$ cat config.mk
export PLATFORM = sky130hd
export DESIGN_NAME = twcf_ram
export DESIGN_NICKNAME = d
export VERILOG_FILES = /design/src/hw/rtl/time_window_coincidence_finder_top_defines.svh /design/src/hw/rtl/twcf_ram.sv
export SDC_FILE = /design/constraint.sdc
export NUM_CORES = 1
export LEC_CHECK = 0
export BUFFER_PORTS_ARGS = -buffer_cell sky130_fd_sc_hd__buf_2
export CAP_MARGIN = 0
export CORE_MARGIN = 1
export CORE_UTILIZATION = 35
export CTS_CLUSTER_DIAMETER = 50
export DETAILED_ROUTE_END_ITERATION = 8
export SLEW_MARGIN = 10
export SYNTH_ARGS = -nofsm -noshare
export SYNTH_HDL_FRONTEND = slang
export SYNTH_SLANG_ARGS = --single-unit
$ cat constraint.sdc
create_clock -name clock -period 1.77 [get_ports clock]
set_clock_uncertainty 0.05 [all_clocks]
set_input_delay 0.177 -clock clock [delete_from_list [all_inputs] [get_ports clock]]
set_output_delay 0.177 -clock clock [all_outputs]
set_load 0.03 [all_outputs]
$ cat src/hw/rtl/time_window_coincidence_finder_top_defines.svh
// assertion macros for the time window coincidence finder
// used by time_window_coincidence_finder_top; no other dependencies
`ifndef TIME_WINDOW_COINCIDENCE_FINDER_TOP_DEFINES_SVH
`define TIME_WINDOW_COINCIDENCE_FINDER_TOP_DEFINES_SVH

// antecedent implies consequent in the same cycle
`define TWCF_ASSERT_IMP(lbl, ante, cons, msg) \
   lbl: assert property (@(posedge clock) disable iff (reset) (ante) |-> (cons)) else $error(msg);

// antecedent implies consequent in the next cycle
`define TWCF_ASSERT_NXT(lbl, ante, cons, msg) \
   lbl: assert property (@(posedge clock) disable iff (reset) (ante) |=> (cons)) else $error(msg);

`endif

$ cat src/hw/rtl/twcf_ram.sv
// generic single write port, single read port ram with registered read
// no dependencies
module twcf_ram #(
   parameter int WIDTH = 8,
   parameter int DEPTH = 16
) (
   input  logic                     clock,
   input  logic                     wr_en,
   input  logic [$clog2(DEPTH)-1:0] wr_addr,
   input  logic [WIDTH-1:0]         wr_data,
   input  logic [$clog2(DEPTH)-1:0] rd_addr,
   output logic [WIDTH-1:0]         rd_data
);

   logic [WIDTH-1:0] mem [DEPTH];
   logic [WIDTH-1:0] rd_data_ff;

   always_ff @(posedge clock) begin
      if (wr_en) begin
         mem[wr_addr] <= wr_data;
      end
      rd_data_ff <= mem[rd_addr];
   end

   assign rd_data = rd_data_ff;

endmodule

# ---- Yosys cells after proc, flatten, opt, wreduce, memory -nomap -nowiden
# Memory sizes are Yosys's and may differ from the RTL's. A register that Yosys moved wholly into a read port is not among the register bits.
# Cells that the tools add are included.
dict set report word_totals {
  input_bits 18
  regBits 0
  ram_bits 128
  memories 1
  word_cells 3
}
dict set report op_classes {
  n_mux 2
}
# name words word_bits rd rd_ports_with_merged_regs wr line
set memory_table {}
lappend memory_table {mem 16 8 1 1 1 twcf_ram.sv:15} ;# logic [WIDTH-1:0] mem [DEPTH];
# op n
set ops {}
lappend ops {{1-bit 2-to-1 mux} 2}

# ---- Depth between registers and ports, before layout
dict set report depth {
  word_depth 2
  ltp_mapped 5
  ltp_nobuf 3
}

# ---- Worst setup path after synthesis
# Ideal clock, no wire load.
dict set report synth_timing {
  kind {input port to flip-flop}
  start {input wr_addr[2]}
  end {memory mem[0][0] (enable)}
  arrival_ns 1.287
  path_buffers 0
  path_stages 2
  slack_ns 0.050
  path_cell_list {or3b_2 nor3_1}
}
# element line
set synth_rtl {}
lappend synth_rtl {{start: declaration} twcf_ram.sv:9} ;# input logic [$clog2(DEPTH)-1:0] wr_addr,
lappend synth_rtl {{end: declaration} twcf_ram.sv:15}
# Straight into the memory's write port.

==> summary.md <==
| Metric | Value |
|---|---|
| H-Tree Depth | 4 |
| CP peak stage delay | between 0.5 and 0.6 ns |
| Simple-gate share of the synthesized area | between 3 and 4% |
| Vias in the first global route | around 2500 |
| Initial antenna violation count | 1 |
| Multi-input gate area | 1060 um^2 |
| Worst slew margin relative to its limit | approximately three quarters |
| Switch share | 19.9% |
| Worst R2R End | rd_data[3] |
| Number of port buffers | 25 |
| Grt total ovfl | 0 |
| Reg2Reg Depth | 3 |
| RSZ-0062 raised after global routing | false |
| Post-synthesis cell type count | 19 |
| CP endpoint | rd_data[3] |
| Top cells by area, synth | edfxtp_1 75%, mux4_2 7.9%, mux4_1 7.1%, dfxtp_1 3.1%, a22oi_1 2.3% |
| Fillers | ~1200 |
| Die X | 123 um |
| Seq/Total Area, Yosys | 77.8% |
| Synth Register Bits | about 140 |
| Worst Hold Class | in2reg |
| Clock Latency Late Sink | approximately 0.42 ns |
| Layout cells sized above 1 | a little under a third |
| Total Neg Setup Slack | 0 ns |
| Worst Setup SP | mem[8][3] |
| Main synth FF type | edfxtp_1 |
| Commonest cells in the netlist | 128 x edfxtp_1, 18 x mux4_2, 16 x a22oi_1, 14 x mux4_1, 13 x nor2_1 |
| Leakage | 2.11 nW |
| Via count | 2447 |
| Post-CTS Setup Inserts | 0 |
| Longest Clk Path Bufs | 2 |
| Gate Count Post-Synth | about 230 |
| Synth Area per Inst | roughly 22 um^2 |
| GPL Wtd Cong | 0.708 |
| Remaining DRCs | 0 |
| Compound-Gate Fraction of Synth Area | between 2 and 2.5% |
| Critical path launch point type | register |
| Core area | ~14000 um^2 |
| Multiplexer share of the synthesized area | 15.0% |
| Row count | 43 |
| F_max | 726 MHz |
| DP HPWL | approximately 6600 um |
| Initial DRC count | 146 |
| Die ar. | between 15000 and 20000 um^2 |
| Share of the synthesized area in the top cell type | 74.7% |
| Pin count of the biggest net entering global routing | 33 |
| Total CTS buffers | 17 |
| CTS tree | done |
| Outcome | complete, no violations |
| Clock Sinks | ~140 |
| Hold path startpoint | wr_data[4] |
| Critical path depth in cells | 3 |
| Setup violators final | 0 |
| All-Layer GR Usage | around 15% |
| Sequential share of power | 48.4% |
| Detail Route Antenna Nets | 0 |
| P_sw | between 0.001 and 0.0015 W |
| Final period utilization | ~78% |
| # IOs | 26 |
| Clock share of power | 46.4% |
| First-pass GRT wire length | 15600 um |
| Worst R2R Start | mem[8][3] |
| Critical Path End Type | register |
| Initial Utilization | around 37% |
| Share of flip-flops with an asynchronous set or reset | 0% |
| Post-synthesis adder-cell area fraction | 0% |
| Routed WL per cell | about 22 um |
| Crit path kind | reg2reg |
| Highest-delay cell along the critical path | mux4_1 |
| Clock input transition at the sequential cells of the worst setup and hold paths | 0.06 ns |
| Post-CTS resize count | 0 |
| Yosys warning count | 0 |
| Maximum vdd ir drop | 0.609 mV |
| P_int | approximately 0.0060 W |
| Worst-path cell chain | mux4_1, a22oi_1, nand2_1 |
| Mapped cell area | between 5000 and 6000 um^2 |
| Post-CTS Hold Fix Bufs | 0 |
| Minimum clock period | ~1.4 ns |
| Height of the die | between 100 and 150 um |
| Fin. max-slew vios | 0 |
| Logic pwr share | under 10% |
| CP Buf/Inv Count | 0 |
| Top delay family on crit path | multiplexers |
| Slew @ Worst Pin | about 0.40 ns |
| Max-cap violation count | 0 |
| Number of flops mapped to enable cells by yosys | 128 |
| Final hold vios | 0 |
| Main combinational cell family by area after synthesis | multiplexers |
| Clock Root Buffer | clkbuf_16 |
| Pwr/cell area | 1210 nW/um^2 |
| Arrival @ worst endpoint | about 1.6 ns |
| Worst-path fanout max | 1 |
| Reg area | ~4000 um^2 |
| Net count, final | 303 |
| Mapped Nets | between 200 and 250 |
| Area growth syn-to-layout | 20.7% |
| CP required | 2.01 ns |
| Register-to-register setup slack | approximately 0.4 ns |
| Utilization after layout | approximately 44% |
| Post-Synth XOR/XNOR Area | 0% |
| Via density | about 5 |
| Routed WL | 10400 um |
| Count leader, synth | edfxtp_1 |
| Post-synth top area cell | edfxtp_1 |
| Drt first pass iters | 4 |
| WHS | between 0.1 and 0.15 ns |
## through the flow
step                total power, W  area, um^2  setup WS, ns  cells
floorplan                  0.00391        5150        0.0501    229
global placement           0.00408        5610         0.146    446
detailed placement         0.00409        5610         0.105    446
CTS                        0.00756        6210         0.339    478
global route               0.00771        6210         0.307    478
finish                     0.00749        6210         0.393    479
## how the worst min path moves through the flow
stage / endpoint / slack [ns] / depth (start not counted)
after floorplan: mem[0][0] / 0.23 / 0
after global placement: mem[6][4] / 0.53 / 1
after detailed placement: mem[6][4] / 0.54 / 1
after CTS: mem[7][4] / 0.09 / 1
after global routing: mem[4][4] / 0.11 / 1
final: mem[6][4] / 0.10 / 1
## power groups by stage
| stage | registers (W) | logic [W] | clock network (W) |
|---|---|---|---|
| after detailed placement | 0.00369 | 0.000395 | 0 |
| after global placement | 0.00369 | 0.000383 | 0 |
| after CTS | 0.00363 | 0.000395 | 0.00353 |
| after global routing | 0.00363 | 0.000417 | 0.00366 |
| final | 0.00363 | 0.000386 | 0.00348 |
| after floorplan | 0.00373 | 0.000183 | 0 |
## cell type report
| type | instances | share of cell area (%) |
|---|---|---|
| Multi-Input combinational cell | 83 | 17.0 |
| Antenna cell | 1 | 0.0403 |
| Tap cell | 180 | 3.63 |
| Clock buffer | 24 | 8.08 |
| Clock inverter | 8 | 1.51 |
| Sequential cell | 136 | 64.5 |
| Timing Repair Buffer | 47 | 5.28 |
## worst reg2reg max path, cell delays in order, from the launching register on
cell and delay (ns):
edfxtp_1 0.36, mux4_1 0.51, a22oi_1 0.24, nand2_1 0.10
## placed cells by master (no fill, tap or decap)
| cell type | instances |
|---|---|
| buf_12 | 3 |
| mux4_2 | 18 |
| edfxtp_1 | 128 |
| nor2b_1 | 1 |
| or3b_2 | 1 |
| nor2_1 | 13 |
| clkbuf_1 | 2 |
| and2b_1 | 1 |
| clkinv_2 | 3 |
| nand3_1 | 1 |
| nor3_1 | 4 |
| nand3b_1 | 2 |
| nand2_1 | 9 |
| dfxtp_1 | 8 |
| and2_1 | 1 |
| nand2b_1 | 2 |
| mux4_1 | 14 |
| clkbuf_16 | 17 |
| clkbuf_8 | 5 |
| a22oi_1 | 16 |
| clkinv_1 | 1 |
| buf_2 | 25 |
| clkinvlp_4 | 2 |
| buf_4 | 19 |
| diode_2 | 1 |
| bufinv_16 | 2 |
## metal layers
layer	GRT usage, %	wire (um)	vias to the layer above
met1	20.7	4780	1290
li1	-	-	1090
met2	23.3	5040	53
met5	0	0	-
met4	7.45	165	0
met3	3.97	399	14
## flip-flops by register name, indices dropped and copies added (netlist names)
name / cells
mem: 128
rd_data: 8
## kinds of logic after synthesis
family / after synthesis
mux: 32
compound gates: 16
buf+inv: 10
simple gates: 35
flops: 136
No activity file was read; power rests on OpenSTA's default activity.
