==> config.mk <==
export PLATFORM = sky130hd
export DESIGN_NAME = twcf_div
export DESIGN_NICKNAME = d
export VERILOG_FILES = /design/src/hw/rtl/time_window_coincidence_finder_top_defines.svh /design/src/hw/rtl/twcf_div.sv
export SDC_FILE = /design/constraint.sdc
export NUM_CORES = 1
export LEC_CHECK = 0
export ABC_AREA = 1
export BUFFER_PORTS_ARGS = -buffer_cell sky130_fd_sc_hd__buf_4
export CELL_PAD_IN_SITES_DETAIL_PLACEMENT = 0
export CELL_PAD_IN_SITES_GLOBAL_PLACEMENT = 1
export CORE_UTILIZATION = 30
export CTS_CLUSTER_DIAMETER = 40
export DETAILED_ROUTE_END_ITERATION = 6
export PLACE_DENSITY_LB_ADDON = 0.05
export SYNTH_ARGS = -nofsm -noshare
export SYNTH_HDL_FRONTEND = slang
export SYNTH_SLANG_ARGS = --single-unit
==> constraint.sdc <==
create_clock -name clock -period 6.5 [get_ports clock]
set_clock_uncertainty 0.1 [all_clocks]
set_input_delay 0.325 -clock clock [delete_from_list [all_inputs] [get_ports clock]]
set_output_delay 0.325 -clock clock [all_outputs]
set_load 0.01 [all_outputs]
==> src/hw/rtl/time_window_coincidence_finder_top_defines.svh <==
// assertion macros for the time window coincidence finder
// used by time_window_coincidence_finder_top; no other dependencies
`ifndef TIME_WINDOW_COINCIDENCE_FINDER_TOP_DEFINES_SVH
`define TIME_WINDOW_COINCIDENCE_FINDER_TOP_DEFINES_SVH

// antecedent implies consequent in the same cycle
`define TWCF_ASSERT_IMP(lbl, ante, cons, msg) \
   lbl: assert property (@(posedge clock) disable iff (reset) (ante) |-> (cons)) else $error(msg);

// antecedent implies consequent in the next cycle
`define TWCF_ASSERT_NXT(lbl, ante, cons, msg) \
   lbl: assert property (@(posedge clock) disable iff (reset) (ante) |=> (cons)) else $error(msg);

`endif

==> src/hw/rtl/twcf_div.sv <==
// restoring divider, one quotient bit per cycle
// depends on nothing but its parameters
module twcf_div #(
   parameter int DW = 48,
   parameter int VW = 32
) (
   input  logic          clock,
   input  logic          reset,
   input  logic          start,
   input  logic [DW-1:0] dividend,
   input  logic [VW-1:0] divisor,
   output logic          done,
   output logic [DW-1:0] quotient
);

   localparam int CNT_W = $clog2(DW + 1);

   logic          run_ff, run_in;
   logic          done_ff, done_in;
   logic [CNT_W-1:0] cnt_ff, cnt_in;
   logic [DW-1:0] num_ff, num_in;
   logic [VW-1:0] rem_ff, rem_in;
   logic [VW-1:0] dvs_ff, dvs_in;
   logic [VW:0]   shifted;
   logic [VW:0]   trial;

   always_comb begin
      shifted = {rem_ff, num_ff[DW-1]};
      trial   = shifted - {1'b0, dvs_ff};
      run_in  = run_ff;
      done_in = 1'b0;
      cnt_in  = cnt_ff;
      num_in  = num_ff;
      rem_in  = rem_ff;
      dvs_in  = dvs_ff;
      if (start) begin
         run_in = 1'b1;
         cnt_in = '0;
         num_in = dividend;
         rem_in = '0;
         dvs_in = divisor;
      end else if (run_ff) begin
         if (!trial[VW]) begin
            rem_in = trial[VW-1:0];
         end else begin
            rem_in = shifted[VW-1:0];
         end
         num_in = {num_ff[DW-2:0], ~trial[VW]};
         cnt_in = cnt_ff + 1'b1;
         if (cnt_ff == CNT_W'(DW - 1)) begin
            run_in  = 1'b0;
            done_in = 1'b1;
         end
      end
   end

   always_ff @(posedge clock) begin
      if (reset) begin
         run_ff  <= 1'b0;
         done_ff <= 1'b0;
         cnt_ff  <= '0;
      end else begin
         run_ff  <= run_in;
         done_ff <= done_in;
         cnt_ff  <= cnt_in;
      end
      num_ff <= num_in;
      rem_ff <= rem_in;
      dvs_ff <= dvs_in;
   end

   assign done     = done_ff;
   assign quotient = num_ff;

endmodule

After elaboration in Yosys (flattened, before gate mapping). Cells that the tools add are included.

Register bits: 120. Bits of input ports: 83. Output and inout port bits: 49. Logic and storage cells: 21.

Add/subtract/negate cells: 2. Equality and inequality tests: 1. Mux-type cells: 7. Bitwise gates (word level): 2. Reductions and logical operators: 3.

Operator list (number): $mux 48 (2); $sub 33x32->33 (1); $mux 32 (1); $add 6x1->6 const B (1); $eq 6x6->1 const B (1); $mux 1 (4); $reduce_or 3->1 (1); $not 1->1 (2); $reduce_bool 2->1 (1); $reduce_or 2->1 (1).

Depth between registers and ports, before layout. Gate-level depths: netlist of the first run.

Word-level depth: 4. Mapped depth: 18. Mapped depth without buffers: 17.

Worst setup path before layout of the first run. Ideal clock, no wire load.

Path kind: register to register. Start: register num_ff[47], in the netlist quotient[47]. End: register num_ff[0], in the netlist quotient[0] (data pin). Setup time: 0.266 ns. Arrival: 2.045 ns. Required time: 6.134 ns. Path slack: 4.089 ns. Stages on the path, launching flop included: 17. Buffers on the path: 1. Period minus slack after synthesis: 2.411 ns. Cells stage by stage: edfxtp_1 inv_1 ha_1 fa_1 inv_1 nand2_1 nand2_1 nand3_1 nand2_1 nand2_1 nand2_2 nand2_2 nand2_2 nand2_2 nand2_4 buf_4 o21ai_1.

Longest elaborated chain between the ends: 4.

RTL lines: from (decl) (RTL line twcf_div.sv:21) `logic [DW-1:0] num_ff, num_in;`; from (signal assigned) (RTL line twcf_div.sv:67) `num_ff <= num_in;`; $sub 33x32->33 (RTL line twcf_div.sv:29) `trial = shifted - {1'b0, dvs_ff};`; $not 1->1 (RTL line twcf_div.sv:48) `num_in = {num_ff[DW-2:0], ~trial[VW]};`; $mux 48 (RTL line twcf_div.sv:42) `end else if (run_ff) begin`; $mux 48 (RTL line twcf_div.sv:36) `if (start) begin`; via num_in[0] (RTL line twcf_div.sv:21).

The timed path passes the listed nets, and every way through them passes these cells. The select of a mux whose other input is x is not followed. A chain may end at the register's enable or synchronous reset.

Worst setup path in the final report of the first run. Same ends and word-level chain as after synthesis.

==> results of run 1 <==
-- repair_timing --
| action | CTS | global route |
|---|---|---|
| setup endpoints to repair | 0 | 0 |
| endpoints found under the hold margin | 32 | 0 |
| hold buffers | 32 | 0 |
-- metal layers --
| layer | share of wire [%] | global-route usage (%) | vias to the layer above |
|---|---|---|---|
| li1 | - | - | 3672 |
| met1 | 48 | 22.23 | 2947 |
| met2 | 46 | 28.59 | 122 |
| met3 | 5.9 | 5.992 | 4 |
| met4 | 0.39 | 3.602 | 0 |
| met5 | 0 | 0 | - |
-- kinds of logic (layout without fill, tap and decap cells) --
| family | count (synthesis) | count (layout) | synth area share, % |
|---|---|---|---|
| adders and majority gates | 34 | 34 | 5.730 |
| buffers and inverters | 241 | 418 | 12.32 |
| AOI/OAI and AO/OA | 34 | 34 | 2.335 |
| DFF | 120 | 120 | 42.40 |
| xor gates and xnor gates | 15 | 15 | 1.739 |
| and+or+nand+nor | 665 | 665 | 35.48 |
-- where the power goes --
part           switching (mW)  internal, mW
combinational           0.153         0.128
sequential             0.0254         0.874
clock                   0.398         0.574
-- per-stage QoR --
| step | cells | instance area (sq um) | total power, mW |
|---|---|---|---|
| CTS | 1610 | 9781 | 2.189 |
| finish | 1610 | 9781 | 2.152 |
| floorplan | 1109 | 7555 | 1.050 |
| global route | 1610 | 9781 | 2.253 |
| detailed placement | 1546 | 8870 | 1.186 |
| global placement | 1546 | 8870 | 1.187 |
-- worst max-delay path: cells and delay by family, from the launching register on --
family / cells / cell delay [ns]
flops: 1 / 0.34
simple gates: 10 / 1.19
buf+inv: 2 / 0.16
compound gates: 1 / 0.11
fa+ha+maj: 2 / 0.64
-- path summary, 6_finish.rpt --
kind,startpoint,endpoint,slack [ns],cells after the start
worst max-delay path,quotient[47],quotient[0],3.68,15
worst min-delay path,reset,run_ff,0.07,4
worst max register to register,quotient[47],quotient[0],3.68,15
worst min register to register,cnt_ff[5],cnt_ff[5],0.37,2
-- registers in the layout, indices dropped and copies added (netlist names) --
signal    cells
cnt_ff        6
done          1
dvs_ff       32
quotient     48
rem_ff       32
run_ff        1
-- cell type report --
class / instances / area (sq um) / area share (%)
Sequential cell: 120 / 3203 / 32.75
Tap cell: 324 / 405.4 / 4.145
Inverter: 219 / 822.0 / 8.405
Multi-Input combinational cell: 748 / 3426 / 35.03
Clock buffer: 18 / 429.2 / 4.388
Timing Repair Buffer: 167 / 1334 / 13.64
Clock inverter: 14 / 161.4 / 1.650
-- cells in the mapped netlist (2+ instances only) --
cell / instances
dfxtp_1: 40
nand2_4: 3
inv_1: 211
xnor2_1: 13
nand4_1: 5
inv_2: 7
nor2_2: 2
o21ai_1: 5
nand2_2: 5
a21oi_1: 21
buf_1: 3
nand2_1: 522
nand3b_1: 2
o21ai_0: 5
buf_4: 3
xor2_1: 2
nor2_1: 50
clkbuf_1: 14
nor3b_1: 2
and2_1: 5
ha_1: 33
nand3_1: 56
buf_6: 2
nor3_1: 10
edfxtp_1: 80
==> impl_metrics.toml, run 1 <==
[clock_tree]
clock-root-buffer = "clkbuf_16"
cts_buffer_depth = 2
postCtsSetupRepairBufs = 0
cts_buffers = 17
ctsResizeCount = 0
insertion_delay_ns = 0.42
htree_levels = 4
path_clk_slew_ns = 0.06
cts_sinks = 120
cts_tree = "yes"

[layout]
nets = 1390
layout_common_cells = "nand2_1 (522), inv_1 (209), buf_4 (135)"
drive_above_1_share_pct = 14.62
num_antenna_cells = 0
final_core_util_pct = 39.87
layout_commonest_cell = "nand2_1"
fillers = 2709
synthToLayoutAreaGrowth_pct = 29.46

[die]
start_util_pct = 30.79
die_w_um = 160.7
die_area_sq_um = 25820
io_pins = 132
dieHeight_um = 160.7
placementRows = 57
coreArea_sq_um = 24530

[synthesis]
synth_top_area_share_pct = 31.80
synth-edff-count = 80
yosysUniqueCellTypes = 33
synth_seq_area_share_pct = 42.40
synthTopCellsByArea = "edfxtp_1 (32%), nand2_1 (26%), dfxtp_1 (11%)"
synth_fp_nets = 1226
synth_flop_cell = "edfxtp_1"
ys_warn_count = 0
syn_inst = 1109
yosys_register_bits = 120
yosys.area.top_type = "edfxtp_1"
syn_avg_cell_area_sq_um = 6.812
async_flop_share_pct = 0
synth_area_sq_um = 7555

[route]
vias = 6745
viasPerCell = 4.189
drtIter0Drc = 320
drc = 0
routed_wirelength_um = 21410
first_pass_iters = 4
antenna_left = 0
wl_per_cell_um = 13.30

[critical_path]
cp-start-kind = "flop"
path_cells = "inv_1 -> ha_1 -> fa_1 -> inv_1 -> nand2_1 -> nand2_1 -> nand3_1 -> nand2_1 -> nand2_1 -> nand2_2 -> nand2_2 -> nand2_2 -> nand2_2 -> nand2_4 -> o21ai_1"
critPathMaxFanout = 33
cp-end-kind = "flop"
slowest_stage = "fa_1"
arrival_ns = 2.87
worstSetupPathType = "reg -> reg"
slowest_delay_ns = 0.42
required_ns = 6.55

[sta]
rsz0062_at_grt = "no"
finalCritPeriodShare_pct = 43.34
setup_ws_ns = 3.683
slew_headroom_pct = 29.92
hold_violations = 0
period_needed_ns = 2.817
tightest_slew_ns = 1.050
finalSetupViolCount = 0
holdWs_ns = 0.06767
slew_viol_final = 0
fin_tns_setup_ns = 0
timing.fmax_ghz = 0.3549

[outcome]
status = "complete, no violations"

[place]
dpl.hpwl_um = 15870
dp_slack_ns = 3.630
gp_congestion = 0.8424
io_buffers = 131

[pwr]
powerDensity_nw_per_um2 = 220.1
vdd_drop_max_mv = 0.1562
leakage_nw = 5.222

[global_routing]
grt_usage_pct = 17.46
grt_first_pass_wirelength_um = 35410
grt_pass1_vias = 6839
antenna_found_initial = 0
grt_max_degree = 49
overflow = 0

[job]
cap_viol_max_count = 0

[min_path]
worst_hold_path_type = "in -> reg"
No activity file was read; power rests on OpenSTA's default activity.
==> inputs of run 2 (changes only) <==
- clock period: 6.5 -> 2.5 ns (I/O delays scaled with it)
==> impl_metrics.toml, run 2 (same netlist as run 1, synthesis figures left out) <==
[sta]
timing.fmax_ghz = 0.4180
holdWs_ns = 0.07626
period_needed_ns = 2.393
finalCritPeriodShare_pct = 95.70
hold_violations = 0
setup_ws_ns = 0.1074
tightest_slew_ns = 0.5068
finalSetupViolCount = 0
rsz0062_at_grt = "yes"
slew_headroom_pct = 66.21
slew_viol_final = 0

[die]
die_area_sq_um = 25820
dieHeight_um = 160.7
die_w_um = 160.7
placementRows = 57
io_pins = 132
start_util_pct = 30.79
coreArea_sq_um = 24530

[global_routing]
grt_first_pass_wirelength_um = 36260
antenna_found_initial = 0
overflow = 0
grt_pass1_vias = 7305
grt_usage_pct = 17.90
grt_max_degree = 49

[critical_path]
arrival_ns = 2.60
rrSetupSlack_ns = 0.11
slowest_delay_ns = 0.42
critPathMostFrequentCell = "nand2_2"
r2r_cells = 17
required_ns = 2.71
path_cells = "ha_4 -> fa_2 -> inv_2 -> nand2_2 -> nand2_2 -> nand3_2 -> nand2_2 -> nand2_1 -> nand2_2 -> nand2_4 -> nand2_4 -> nand2_4 -> nand2_8 -> clkbuf_16 -> nand2_2 -> nand3_1 -> nand2_1"
slowest_stage = "edfxtp_1"
rr_startpoint = "dvs_ff[0]"
cp-start-kind = "flop"
cp-end-kind = "flop"
r2r_end = "rem_ff[14]"
worstSetupPathType = "reg -> reg"
critPathMaxFanout = 8

[route]
drc = 0
antenna_left = 0
viasPerCell = 4.256
vias = 7189
wl_per_cell_um = 13.44
routed_wirelength_um = 22690
first_pass_iters = 4
drtIter0Drc = 283

[clock_tree]
htree_levels = 4
cts_tree = "yes"
insertion_delay_ns = 0.43
cts_buffers = 17
path_clk_slew_ns = 0.06
cts_buffer_depth = 2
clock-root-buffer = "clkbuf_16"
cts_sinks = 120

[pwr]
p_switching_mw = 1.554
powerDensity_nw_per_um2 = 524.8
finalPower_mw = 5.631
leakage_nw = 5.656
pwr-share-seq_pct = 41.5
swShare_pct = 27.60
vdd_drop_max_mv = 0.3994
combPwrFrac_pct = 15.0
clkPwrFrac_pct = 43.5
intPower_mw = 4.077

[layout]
nets = 1469
fin_cells = 1689
layout_common_cells = "nand2_1 (500), inv_1 (208), buf_4 (158)"
synthToLayoutAreaGrowth_pct = 42.02
final_core_util_pct = 43.73
drive_above_1_share_pct = 18.97
num_antenna_cells = 0
largest_register_ffs = 48
layout_commonest_cell = "nand2_1"

[min_path]
hp-start = "start"
min_to = "dvs_ff[4]"
worst_hold_path_type = "in -> reg"
hold_depth = 1

[place]
dpl.hpwl_um = 16170
dp.cells = 1573
gp_congestion = 0.8391
dp_slack_ns = 0.02579
io_buffers = 131

[job]
cap_viol_max_count = 0

[outcome]
status = "complete, no violations"
run 2: cell count changes in the layout (fill, tap and decap cells not counted), moves of 3 or more:
cell           delta
buf_12            +5
buf_4            +23
dlygate4sd3_1    +49
ha_1              -3
nand2_1          -22
nand2_2          +19
nand3_1           -7
nand3_2           +7
nor2_1            -3
nor2_2            +3
run 2: worst max-delay path by stage:
| stage | startpoint | endpoint | slack, ns | depth (start not counted) |
|---|---|---|---|---|
| floorplan | quotient[47] | quotient[0] | 0.09 | 16 |
| global placement | quotient[47] | quotient[0] | 0.07 | 16 |
| detailed placement | quotient[47] | quotient[0] | 0.03 | 16 |
| CTS | quotient[47] | quotient[0] | 0.06 | 16 |
| global route | dvs_ff[0] | rem_ff[22] | -0.03 | 17 |
| finish | dvs_ff[0] | rem_ff[14] | 0.11 | 17 |
run 2: power groups by stage:
stage | clock (mW) | combinational (mW) | sequential [mW]
6_report | 2.45 | 0.845 | 2.34
5_1_grt | 2.61 | 0.941 | 2.35
4_1_cts | 2.53 | 0.840 | 2.34
3_5_place_dp | 0 | 0.738 | 2.37
3_3_place_gp | 0 | 0.739 | 2.37
2_1_floorplan | 0 | 0.326 | 2.40
run 2: worst max-delay path, delay by kind of cell, from the launching register on:
kind                     cells  cell delay [ns]
buffers and inverters        2             0.26
adder cells (fa/ha/maj)      2             0.60
flip-flops                   1             0.42
AND/OR/NAND/NOR             13             0.89
run 2: layout make-up:
cell class                 instances  area [sq um]
fill                            2614         13800
multi-input combinational        748          3581
sequential                       120          3203
timing repair buffer             246          2147
inverter                         219         822.0
clock buffer                      18         429.2
tap                              324         405.4
clock inverter                    14         141.4
run 2: metal layers:
metal | GRT usage [%] | wire length (um) | part of all wire [%] | vias up
met4 | 5.017 | 279 | 1.2 | 0
met2 | 30.32 | 10380 | 46 | 158
met3 | 5.010 | 1225 | 5.4 | 14
met5 | 0 | 0 | 0 | -
li1 | - | - | - | 3832
met1 | 22.16 | 10810 | 48 | 3185
run 2: through the flow:
step           TNS, ns  cell area, sq um
2_1_floorplan        0              7555
3_3_place_gp         0              9135
3_5_place_dp         0              9135
4_1_cts              0             10520
5_1_grt        -0.4186             10730
6_report             0             10730
run 2: repair_timing:
action | in CTS | in global routing
buffers inserted | 0 | 1
cloned | 0 | 2
hold buffers | 81 | 0
endpoints found under the hold margin | 87 | 0
endpoints found under the setup margin | 1 | 32
pin swaps | 0 | 31
gates resized for setup | 1 | 45
